==> src/sv/threshold_erosion_window_top_assert.svh <==
`ifndef THRESHOLD_EROSION_WINDOW_TOP_ASSERT_SVH
`define THRESHOLD_EROSION_WINDOW_TOP_ASSERT_SVH

// same-cycle implication, checked outside reset
`define TEW_ASSERT_NOW(label, clk, rst_n, ante, cons, msg) \
    label: assert property (@(posedge clk) disable iff (!(rst_n)) (ante) |-> (cons)) \
        else $error(msg);

// next-cycle implication, checked outside reset
`define TEW_ASSERT_NEXT(label, clk, rst_n, ante, cons, msg) \
    label: assert property (@(posedge clk) disable iff (!(rst_n)) (ante) |=> (cons)) \
        else $error(msg);

`endif

==> src/sv/tew_pkg.sv <==
`timescale 1ns / 1ps

package tew_pkg;

    // field and register widths
    localparam int PIX_W      = 16;
    localparam int THR_W      = 16;
    localparam int IW_W       = 11;
    localparam int IH_W       = 13;
    localparam int CFG_IDX_W  = 2;
    localparam int CFG_DATA_W = 16;

    // default geometry
    localparam int DEF_MAX_WIDTH = 1024;
    localparam int DEF_RADIUS    = 4;

    // register reset values
    localparam logic [THR_W-1:0] RST_THRESHOLD = '0;
    localparam logic [IW_W-1:0]  RST_WIDTH     = IW_W'(640);
    localparam logic [IH_W-1:0]  RST_HEIGHT    = IH_W'(480);

    // configuration register indexes
    typedef enum logic [CFG_IDX_W-1:0] {
        CFG_THRESHOLD = 2'd0,
        CFG_WIDTH     = 2'd1,
        CFG_HEIGHT    = 2'd2
    } t_cfg_idx;

    // per-item info carried from the scan stage to the erosion stage
    typedef struct packed {
        logic [PIX_W-1:0] pix;
        logic             ok;
        logic             row0;
        logic             col0;
        logic             interior;
    } t_s1_info;

endpackage

==> src/sv/tew_col_mem.sv <==
`timescale 1ns / 1ps

module tew_col_mem
    import tew_pkg::*;
#(
    parameter int DEPTH = DEF_MAX_WIDTH,
    parameter int AW    = $clog2(DEF_MAX_WIDTH),
    parameter int DW    = 3
) (
    input  logic          i_clk,
    input  logic          i_rst_n,
    input  logic          i_rd_en,
    input  logic [AW-1:0] i_rd_addr,
    output logic [DW-1:0] o_rd_data,
    input  logic          i_wr_en,
    input  logic [AW-1:0] i_wr_addr,
    input  logic [DW-1:0] i_wr_data,
    output logic          o_busy
);

    logic [DW-1:0] r_mem [DEPTH];
    logic [DW-1:0] r_rd_data;
    logic          r_clr_busy;
    logic [AW-1:0] r_clr_addr;

    // clearing sweep after reset, one entry per cycle
    always_ff @(posedge i_clk) begin
        if (!i_rst_n) begin
            r_clr_busy <= 1'b1;
            r_clr_addr <= '0;
        end else if (r_clr_busy) begin
            if (r_clr_addr == AW'(DEPTH - 1)) begin
                r_clr_busy <= 1'b0;
            end
            r_clr_addr <= r_clr_addr + 1'b1;
        end
    end

    // single write port, registered read port
    always_ff @(posedge i_clk) begin
        if (r_clr_busy) begin
            r_mem[r_clr_addr] <= '0;
        end else if (i_wr_en) begin
            r_mem[i_wr_addr] <= i_wr_data;
        end
        if (i_rd_en) begin
            r_rd_data <= r_mem[i_rd_addr];
        end
    end

    assign o_rd_data = r_rd_data;
    assign o_busy    = r_clr_busy;

endmodule

==> src/sv/tew_scan.sv <==
`timescale 1ns / 1ps

module tew_scan
    import tew_pkg::*;
#(
    parameter int MAX_WIDTH = DEF_MAX_WIDTH,
    parameter int RADIUS    = DEF_RADIUS,
    parameter int CW        = $clog2(DEF_MAX_WIDTH)
) (
    input  logic             i_clk,
    input  logic             i_rst_n,
    input  logic             i_accept,
    input  logic             i_adv,
    input  logic [PIX_W-1:0] i_pixel,
    input  logic [THR_W-1:0] i_threshold,
    input  logic [IW_W-1:0]  i_width,
    input  logic [IH_W-1:0]  i_height,
    output logic [CW-1:0]    o_rd_addr,
    output logic             o_s1_valid,
    output t_s1_info         o_s1,
    output logic [CW-1:0]    o_s1_col
);

    localparam int WW    = $clog2(MAX_WIDTH + 1);
    localparam int CMP_W = (IW_W > WW) ? IW_W : WW;

    logic [CW-1:0]    r_col;
    logic [IH_W-1:0]  r_row;
    logic [CW-1:0]    n_col;
    logic [IH_W-1:0]  n_row;
    logic             r_s1_valid;
    t_s1_info         r_s1;
    logic [CW-1:0]    r_s1_col;
    t_s1_info         n_s1;

    logic [CMP_W-1:0] w_ext;
    logic [CMP_W-1:0] eff_w;
    logic [IH_W-1:0]  eff_h;
    logic [CMP_W:0]   col_wide;
    logic [IH_W:0]    row_wide;
    logic             col_end;
    logic             row_end;
    logic             col_in;
    logic             row_in;

    // effective frame size: zero counts as one, width saturates at the line store
    always_comb begin
        w_ext = CMP_W'(i_width);
        if (w_ext == '0) begin
            eff_w = CMP_W'(1);
        end else if (w_ext > CMP_W'(MAX_WIDTH)) begin
            eff_w = CMP_W'(MAX_WIDTH);
        end else begin
            eff_w = w_ext;
        end
        eff_h = (i_height == '0) ? IH_W'(1) : i_height;
    end

    // position tests
    always_comb begin
        col_wide = (CMP_W + 1)'(r_col);
        row_wide = (IH_W + 1)'(r_row);
        col_end  = (col_wide + (CMP_W + 1)'(1)) >= (CMP_W + 1)'(eff_w);
        row_end  = (row_wide + (IH_W + 1)'(1)) >= (IH_W + 1)'(eff_h);
        col_in   = (col_wide >= (CMP_W + 1)'(RADIUS)) &&
                   ((col_wide + (CMP_W + 1)'(RADIUS)) < (CMP_W + 1)'(eff_w));
        row_in   = (row_wide >= (IH_W + 1)'(RADIUS)) &&
                   ((row_wide + (IH_W + 1)'(RADIUS)) < (IH_W + 1)'(eff_h));

        n_s1.pix      = i_pixel;
        n_s1.ok       = i_pixel >= i_threshold;
        n_s1.row0     = r_row == '0;
        n_s1.col0     = r_col == '0;
        n_s1.interior = col_in && row_in;

        if (col_end) begin
            n_col = '0;
            n_row = row_end ? '0 : r_row + 1'b1;
        end else begin
            n_col = r_col + 1'b1;
            n_row = r_row;
        end
    end

    // raster counters and stage register
    always_ff @(posedge i_clk) begin
        if (!i_rst_n) begin
            r_col      <= '0;
            r_row      <= '0;
            r_s1_valid <= 1'b0;
        end else begin
            if (i_accept) begin
                r_col      <= n_col;
                r_row      <= n_row;
                r_s1_valid <= 1'b1;
            end else if (i_adv) begin
                r_s1_valid <= 1'b0;
            end
        end
    end

    always_ff @(posedge i_clk) begin
        if (i_accept) begin
            r_s1     <= n_s1;
            r_s1_col <= r_col;
        end
    end

    assign o_rd_addr  = r_col;
    assign o_s1_valid = r_s1_valid;
    assign o_s1       = r_s1;
    assign o_s1_col   = r_s1_col;

endmodule

==> src/sv/tew_erode.sv <==
`timescale 1ns / 1ps

module tew_erode
    import tew_pkg::*;
#(
    parameter int RADIUS = DEF_RADIUS,
    parameter int CW     = $clog2(DEF_MAX_WIDTH),
    parameter int RUN_W  = $clog2(DEF_RADIUS + 2)
) (
    input  logic             i_clk,
    input  logic             i_rst_n,
    input  logic             i_accept,
    input  logic [CW-1:0]    i_rd_addr,
    input  logic             i_s1_valid,
    input  t_s1_info         i_s1,
    input  logic [CW-1:0]    i_s1_col,
    input  logic [RUN_W-1:0] i_rd_data,
    input  logic             i_out_stall,
    output logic             o_adv,
    output logic             o_wr_en,
    output logic [CW-1:0]    o_wr_addr,
    output logic [RUN_W-1:0] o_wr_data,
    output logic             o_out_valid,
    output logic [PIX_W-1:0] o_out_pixel,
    output logic             o_written
);

    localparam logic [RUN_W-1:0] FULL_RUN = RUN_W'(RADIUS + 1);

    logic [RUN_W-1:0] r_row_run;
    logic             r_byp_hit;
    logic [RUN_W-1:0] r_byp_val;
    logic             r_out_valid;
    logic [PIX_W-1:0] r_out_pixel;
    logic             r_written;

    logic             adv;
    logic [RUN_W-1:0] c_prev;
    logic [RUN_W-1:0] r_prev;
    logic [RUN_W-1:0] n_col_run;
    logic [RUN_W-1:0] n_row_run;
    logic [PIX_W-1:0] n_out_pixel;

    assign adv = i_s1_valid && (!r_out_valid || !i_out_stall);

    // saturating runs; the bypass covers a write to the address read in the same cycle
    always_comb begin
        if (i_s1.row0) begin
            c_prev = '0;
        end else if (r_byp_hit) begin
            c_prev = r_byp_val;
        end else begin
            c_prev = i_rd_data;
        end
        r_prev = i_s1.col0 ? '0 : r_row_run;

        if (!i_s1.ok) begin
            n_col_run = '0;
        end else if (c_prev >= FULL_RUN) begin
            n_col_run = FULL_RUN;
        end else begin
            n_col_run = c_prev + 1'b1;
        end

        if (n_col_run < FULL_RUN) begin
            n_row_run = '0;
        end else if (r_prev >= FULL_RUN) begin
            n_row_run = FULL_RUN;
        end else begin
            n_row_run = r_prev + 1'b1;
        end

        n_out_pixel = (i_s1.interior && n_row_run >= FULL_RUN) ? i_s1.pix : '0;
    end

    // row run and output valid
    always_ff @(posedge i_clk) begin
        if (!i_rst_n) begin
            r_row_run   <= '0;
            r_byp_hit   <= 1'b0;
            r_out_valid <= 1'b0;
        end else begin
            if (adv) begin
                r_row_run   <= n_row_run;
                r_out_valid <= 1'b1;
            end else if (!i_out_stall) begin
                r_out_valid <= 1'b0;
            end
            if (i_accept) begin
                r_byp_hit <= adv && (i_rd_addr == i_s1_col);
            end
        end
    end

    // result payload and bypass value
    always_ff @(posedge i_clk) begin
        if (adv) begin
            r_out_pixel <= n_out_pixel;
            r_written   <= i_s1.interior;
        end
        if (i_accept) begin
            r_byp_val <= n_col_run;
        end
    end

    assign o_adv       = adv;
    assign o_wr_en     = adv;
    assign o_wr_addr   = i_s1_col;
    assign o_wr_data   = n_col_run;
    assign o_out_valid = r_out_valid;
    assign o_out_pixel = r_out_pixel;
    assign o_written   = r_written;

endmodule

==> src/sv/threshold_erosion_window_top.sv <==
// channel  | direction | handshake                 | payload
// ---------+-----------+---------------------------+------------------------
// input    | in        | i_in_valid / o_in_stall   | i_pixel
// result   | out       | o_out_valid / i_out_stall | o_out_pixel, o_written
// config   | in        | i_cfg_we                  | i_cfg_idx, i_cfg_data
//
// one pixel per cycle sustained while the result side does not stall and the line store is not clearing;
// a taken pixel passes the scan stage register (column run read from the line store), then the result register
// the line store of column runs has one write and one read port, one access of each per item
// after reset the line store is cleared entry by entry, with o_in_stall held high
// a stalled result holds while one more item waits in the erosion stage

`timescale 1ns / 1ps

`include "threshold_erosion_window_top_assert.svh"

module threshold_erosion_window_top
    import tew_pkg::*;
#(
    parameter int MAX_WIDTH = DEF_MAX_WIDTH,
    parameter int RADIUS    = DEF_RADIUS
) (
    input  logic                  i_clk,
    input  logic                  i_rst_n,
    input  logic                  i_cfg_we,
    input  logic [CFG_IDX_W-1:0]  i_cfg_idx,
    input  logic [CFG_DATA_W-1:0] i_cfg_data,
    input  logic                  i_in_valid,
    output logic                  o_in_stall,
    input  logic [PIX_W-1:0]      i_pixel,
    output logic                  o_out_valid,
    input  logic                  i_out_stall,
    output logic [PIX_W-1:0]      o_out_pixel,
    output logic                  o_written
);

    localparam int CW    = $clog2(MAX_WIDTH);
    localparam int RUN_W = $clog2(RADIUS + 2);

    logic [THR_W-1:0] r_threshold;
    logic [IW_W-1:0]  r_width;
    logic [IH_W-1:0]  r_height;

    logic             accept;
    logic             adv;
    logic             mem_busy;
    logic [CW-1:0]    rd_addr;
    logic             s1_valid;
    t_s1_info         s1;
    logic [CW-1:0]    s1_col;
    logic [RUN_W-1:0] rd_data;
    logic             wr_en;
    logic [CW-1:0]    wr_addr;
    logic [RUN_W-1:0] wr_data;

    // configuration registers
    always_ff @(posedge i_clk) begin
        if (!i_rst_n) begin
            r_threshold <= RST_THRESHOLD;
            r_width     <= RST_WIDTH;
            r_height    <= RST_HEIGHT;
        end else if (i_cfg_we) begin
            case (t_cfg_idx'(i_cfg_idx))
                CFG_THRESHOLD: r_threshold <= i_cfg_data[THR_W-1:0];
                CFG_WIDTH:     r_width     <= i_cfg_data[IW_W-1:0];
                CFG_HEIGHT:    r_height    <= i_cfg_data[IH_W-1:0];
                default: begin
                end
            endcase
        end
    end

    // input handshake
    assign o_in_stall = mem_busy || (s1_valid && !adv);
    assign accept     = i_in_valid && !o_in_stall;

    tew_scan #(
        .MAX_WIDTH (MAX_WIDTH),
        .RADIUS    (RADIUS),
        .CW        (CW)
    ) u_scan (
        .i_clk       (i_clk),
        .i_rst_n     (i_rst_n),
        .i_accept    (accept),
        .i_adv       (adv),
        .i_pixel     (i_pixel),
        .i_threshold (r_threshold),
        .i_width     (r_width),
        .i_height    (r_height),
        .o_rd_addr   (rd_addr),
        .o_s1_valid  (s1_valid),
        .o_s1        (s1),
        .o_s1_col    (s1_col)
    );

    tew_col_mem #(
        .DEPTH (MAX_WIDTH),
        .AW    (CW),
        .DW    (RUN_W)
    ) u_col_mem (
        .i_clk     (i_clk),
        .i_rst_n   (i_rst_n),
        .i_rd_en   (accept),
        .i_rd_addr (rd_addr),
        .o_rd_data (rd_data),
        .i_wr_en   (wr_en),
        .i_wr_addr (wr_addr),
        .i_wr_data (wr_data),
        .o_busy    (mem_busy)
    );

    tew_erode #(
        .RADIUS (RADIUS),
        .CW     (CW),
        .RUN_W  (RUN_W)
    ) u_erode (
        .i_clk       (i_clk),
        .i_rst_n     (i_rst_n),
        .i_accept    (accept),
        .i_rd_addr   (rd_addr),
        .i_s1_valid  (s1_valid),
        .i_s1        (s1),
        .i_s1_col    (s1_col),
        .i_rd_data   (rd_data),
        .i_out_stall (i_out_stall),
        .o_adv       (adv),
        .o_wr_en     (wr_en),
        .o_wr_addr   (wr_addr),
        .o_wr_data   (wr_data),
        .o_out_valid (o_out_valid),
        .o_out_pixel (o_out_pixel),
        .o_written   (o_written)
    );

    // checks
    `TEW_ASSERT_NOW(a_border_zero, i_clk, i_rst_n, o_out_valid && !o_written, o_out_pixel == '0, "border item carries a nonzero pixel")
    `TEW_ASSERT_NOW(a_no_work_in_clear, i_clk, i_rst_n, mem_busy, !s1_valid && !wr_en, "item in flight during line store clear")
    `TEW_ASSERT_NEXT(a_accept_fills_stage, i_clk, i_rst_n, accept, s1_valid, "accepted item missing from erosion stage")

endmodule
==> config.mk <==
export PLATFORM = sky130hd
export DESIGN_NAME = threshold_erosion_window_top
export DESIGN_NICKNAME = d
export VERILOG_FILES = /design/src/sv/tew_pkg.sv /design/src/sv/tew_col_mem.sv /design/src/sv/tew_scan.sv /design/src/sv/tew_erode.sv /design/src/sv/threshold_erosion_window_top.sv
export VERILOG_INCLUDE_DIRS = /design/src /design/src/sv
export SDC_FILE = /design/constraint.sdc
export NUM_CORES = 2
export LEC_CHECK = 0
export ABC_AREA = 1
export BUFFER_PORTS_ARGS = -buffer_cell sky130_fd_sc_hd__buf_2
export CAP_MARGIN = 25
export CORE_MARGIN = 3
export CORE_UTILIZATION = 39
export CTS_CLUSTER_SIZE = 8
export DETAILED_ROUTE_END_ITERATION = 7
export REMOVE_ABC_BUFFERS = 1
export SKIP_LAST_GASP = 1
export SLEW_MARGIN = 20
export SYNTH_ARGS = -nofsm -noshare
export SYNTH_HDL_FRONTEND = slang
export SYNTH_SLANG_ARGS = --single-unit
==> constraint.sdc <==
create_clock -name i_clk -period 101.5 [get_ports i_clk]
set_clock_uncertainty 0.05 [all_clocks]
set_input_delay 30.45 -clock i_clk [delete_from_list [all_inputs] [get_ports i_clk]]
set_output_delay 30.45 -clock i_clk [all_outputs]
set_load 0.005 [all_outputs]
==> impl_metrics.sql <==
INSERT INTO impl_metrics (metric_group, metric, value, unit) VALUES
('drt', 'post_drt_wl_per_cell', '21.8', 'um'),
('power_and_ir_drop', 'share_comb_of_total_power', '0.7', '%'),
('power_and_ir_drop', 'total_leakage_power', '51.6', 'nW'),
('setup_path', 'critical_path_required', '71000', 'ps'),
('power_and_ir_drop', 'internal-power', '2.21', 'mW'),
('drt', 'num_vias', '94800', ''),
('sta', 'final_min_period_over_clock_period', '60.6', '%'),
('final_layout', 'final_nets', '13200', ''),
('synthesis', 'ys_warn_count', '0', ''),
('grt', 'number_of_global_route_vias_before_repair', '92100', ''),
('clocking', 'clkSlewWorstSetupHoldPaths', '50', 'ps'),
('final_layout', 'area_of_the_multi_input_gates', '37100', 'sq um'),
('drt', 'detail_route.iter0.violations', '9920', ''),
('flow_run', 'drv.max_cap_violation_count', '0', ''),
('final_layout', 'post_route_cells_drive_above_1_share', '6.43', '%'),
('synthesis', 'synth_seq_area_share', '68.9', '%'),
('floorplanning', 'floorplan.core_area', '353000', 'sq um'),
('sta', 'final_max_slew_viol_count', '0', ''),
('setup_path', 'timing.critical_path.arrival', '31050', 'ps'),
('power_and_ir_drop', 'switchingPower', '0.543', 'mW'),
('run_status', 'outcome', 'finished clean', ''),
('synthesis', 'post_synth.cell_area_avg', '10.4', 'sq um'),
('power_and_ir_drop', 'seq_power_share', '52.1', '%'),
('synthesis', 'ys_seq_elements', '3205', ''),
('final_layout', 'most-common-layout-cells', 'sky130_fd_sc_hd__nand2_1 (3,184), sky130_fd_sc_hd__edfxtp_1 (3,125), sky130_fd_sc_hd__nor2_1 (2,668), sky130_fd_sc_hd__nand3_1 (1,266), sky130_fd_sc_hd__o21ai_0 (786)', ''),
('setup_path', 'timing.critical_path.fanout_max', '3', ''),
('power_and_ir_drop', 'power_per_cell_area', '17.8', 'nW/um^2'),
('grt', 'grt_max_degree', '213', ''),
('clocking', 'cts_htree_levels', '5', ''),
('final_layout', 'n_fill_cell', '33000', ''),
('drt', 'dr_drc_count', '0', ''),
('setup_path', 'cp-end-kind', 'primary output', ''),
('sta', 'setup_viol', '0', ''),
('clocking', 'clk_path_buf_depth', '4', ''),
('grt', 'antenna_found_initial', '29', ''),
('placed_design', 'gpl_congestion', '0.827', ''),
('grt', 'wire_length_of_the_first_global_routing_pass', '576', 'mm'),
('drt', 'wl', '390', 'mm'),
('sta', 'finalHoldViolations', '0', ''),
('synthesis', 'synth_edf_count', '3125', ''),
('setup_path', 'timing.critical_path.from_type', 'input pin', ''),
('sta', 'finalSetupTns', '0', 'ps'),
('min_path', 'worstHoldPathType', 'reg -> reg', ''),
('floorplanning', 'die_height', '602', 'um'),
('floorplanning', 'start_util', '39.2', '%'),
('floorplanning', 'row_count', '218', ''),
('synthesis', 'ys.flop_type', 'sky130_fd_sc_hd__edfxtp_1', ''),
('synthesis', 'post_synth_inst_count', '13300', ''),
('drt', 'detail_route.first_pass.iterations', '6', ''),
('grt', 'grt_remaining_overflow', '0', ''),
('placed_design', 'io_buffer_count', '57', ''),
('placed_design', 'detailedPlace.worstSlack', '39960', 'ps'),
('floorplanning', 'floorplan_die_area', '363000', 'sq um'),
('sta', 'minimum_clock_period', '61550', 'ps'),
('synthesis', 'synth_async_sr_flop_share', '0', '%'),
('floorplanning', 'chipWidth', '602', 'um'),
('synthesis', 'synth.lib_cells_used.distinct', '50', ''),
('final_layout', 'area.growth.synth_to_final', '11.6', '%'),
('power_and_ir_drop', 'power_switching_share', '19.7', '%'),
('drt', 'ant_nets', '0', ''),
('synthesis', 'syn-cell-area', '139000', 'sq um'),
('clocking', 'number_of_resized_instances_in_the_post_cts_repair_step', '0', ''),
('sta', 'fmax', '16.2', 'MHz'),
('clocking', 'postCtsHoldBufs', '0', ''),
('drt', 'drt-vias-per-instance', '5.30', ''),
('sta', 'relSlewSlack', '27.9', '%'),
('sta', 'post-route-worst-setup-slack', '39950', 'ps'),
('sta', 'timing_worst_slew_pin_value', '1080', 'ps'),
('power_and_ir_drop', 'clkPwrFrac', '47.3', '%'),
('clocking', 'tritoncts', 'built', ''),
('final_layout', 'regArea', '95500', 'sq um'),
('clocking', 'cts_num_sinks', '3205', ''),
('floorplanning', 'ios', '58', ''),
('clocking', 'cts-buffers-inserted', '440', ''),
('clocking', 'skew_pair_late_insertion_delay', '980', 'ps'),
('power_and_ir_drop', 'vdd_ir_drop_max', '0.0000145', 'V'),
('grt', 'globalRouteTotalUtil', '20.8', '%'),
('sta', 'grt_setup_unrepaired', 'no', ''),
('clocking', 'post-cts-setup-buffers', '0', ''),
('setup_path', 'path_class', 'in -> out', ''),
('placed_design', 'hpwl', '208', 'mm'),
('clocking', 'cts_root_buffer', 'sky130_fd_sc_hd__clkbuf_16', ''),
('final_layout', 'layout.cells.most_common', 'sky130_fd_sc_hd__nand2_1', '');
## cell type report
class	count	area share (%)
Clock inverter	23	0.279
Sequential cell	3205	61.7
Timing Repair Buffer	238	1.24
Inverter	649	1.60
Tap cell	4730	3.83
Multi-Input combinational cell	8531	24.0
Antenna cell	8	0.0129
Clock buffer	505	7.34
## routing by layer
layer	wire, um	vias up	track usage (%)
li1	-	44200	-
met1	162000	46300	27.7
met3	30600	719	3.24
met4	13400	2	7.29
met2	184000	3532	34.6
met5	13	-	0
## synthesized netlist by cell type, types with 4 or more instances
cell,number,area share [%]
sky130_fd_sc_hd__nor2_1,2675,7.2
sky130_fd_sc_hd__buf_6,9,0.073
sky130_fd_sc_hd__o21ai_0,786,2.8
sky130_fd_sc_hd__nor2_4,6,0.049
sky130_fd_sc_hd__inv_1,629,1.7
sky130_fd_sc_hd__nand3_1,1280,4.6
sky130_fd_sc_hd__xnor2_1,12,0.076
sky130_fd_sc_hd__nand2_1,3207,8.7
sky130_fd_sc_hd__nor2_2,36,0.16
sky130_fd_sc_hd__xor2_1,18,0.11
sky130_fd_sc_hd__dfxtp_1,80,1.2
sky130_fd_sc_hd__buf_1,58,0.16
sky130_fd_sc_hd__nor3_1,44,0.16
sky130_fd_sc_hd__nor3_2,5,0.036
sky130_fd_sc_hd__inv_2,17,0.046
sky130_fd_sc_hd__o21ai_2,6,0.038
sky130_fd_sc_hd__nand4_1,15,0.068
sky130_fd_sc_hd__nand2_2,4,0.018
sky130_fd_sc_hd__edfxtp_1,3125,68
sky130_fd_sc_hd__ha_1,78,0.70
sky130_fd_sc_hd__o211ai_1,152,0.82
sky130_fd_sc_hd__buf_4,20,0.11
sky130_fd_sc_hd__o21ai_1,77,0.28
sky130_fd_sc_hd__a21oi_1,100,0.36
sky130_fd_sc_hd__buf_2,439,1.6
sky130_fd_sc_hd__clkbuf_1,354,0.96
## logic make-up (layout without fill, tap and decap cells)
group	count (synthesis)	in the layout	synth area share (%)
DFF	3205	3205	68.9
other	0	8	0
buffers and inverters	1530	1415	4.66
adders and majority gates	78	78	0.704
and+or+nand+nor	7285	7285	21.1
AOI/OAI and AO/OA	1138	1138	4.45
xor gates and xnor gates	30	30	0.190
## critical path, cell delays in order
cell	delay, ps
sky130_fd_sc_hd__buf_2	80
sky130_fd_sc_hd__nand2_2	70
sky130_fd_sc_hd__nor2_1	170
sky130_fd_sc_hd__inv_1	90
sky130_fd_sc_hd__nand2_1	70
sky130_fd_sc_hd__buf_2	110
## registers in the layout, summed over array words and instances (netlist names)
signal / flops
u_col_mem.r_mem: 3072
u_scan.o_s1: 20
r_threshold: 16
u_erode.o_out_pixel: 16
r_height: 13
u_scan.r_row: 13
r_width: 11
u_col_mem.r_clr_addr: 10
u_scan.o_rd_addr: 10
u_scan.o_s1_col: 10
u_col_mem.o_rd_data: 3
u_erode.r_byp_val: 3
u_erode.r_row_run: 3
u_col_mem.o_busy: 1
u_erode.o_out_valid: 1
u_erode.o_written: 1
u_erode.r_byp_hit: 1
u_scan.o_s1_valid: 1
## final timing paths
kind                            cells after the start                       to  slack [ps]           start
worst max-delay path                                6               o_in_stall       39950     i_out_stall
worst min register to register                      0        u_erode.o_written         400  u_scan.o_s1[0]
worst min-delay path                                0        u_erode.o_written         400  u_scan.o_s1[0]
worst max register to register                     13  u_col_mem.r_mem[268][1]       95420  u_scan.o_s1[2]
## per-stage QoR
stage | hold WS (ps) | instances | utilization (%) | power, mW | cell area (sq um)
4_1_cts | 399 | 17900 | 43.8 | 2.77 | 155000
2_1_floorplan | 377 | 12400 | - | 1.47 | 135000
3_3_place_gp | 387 | 17300 | 40.4 | 1.48 | 143000
5_1_grt | 411 | 17900 | 43.8 | 2.83 | 155000
3_5_place_dp | 394 | 17300 | 40.4 | 1.48 | 143000
6_report | 400 | 17900 | 43.8 | 2.75 | 155000
## power by group through the flow
stage	Clock, mW	Sequential (mW)	Combinational (mW)
3_3_place_gp	0	1.46	0.0183
3_5_place_dp	0	1.46	0.0185
2_1_floorplan	0	1.46	0.00797
4_1_cts	1.32	1.43	0.0185
5_1_grt	1.37	1.43	0.0197
6_report	1.30	1.43	0.0185
(Power assumes the default switching activity.)
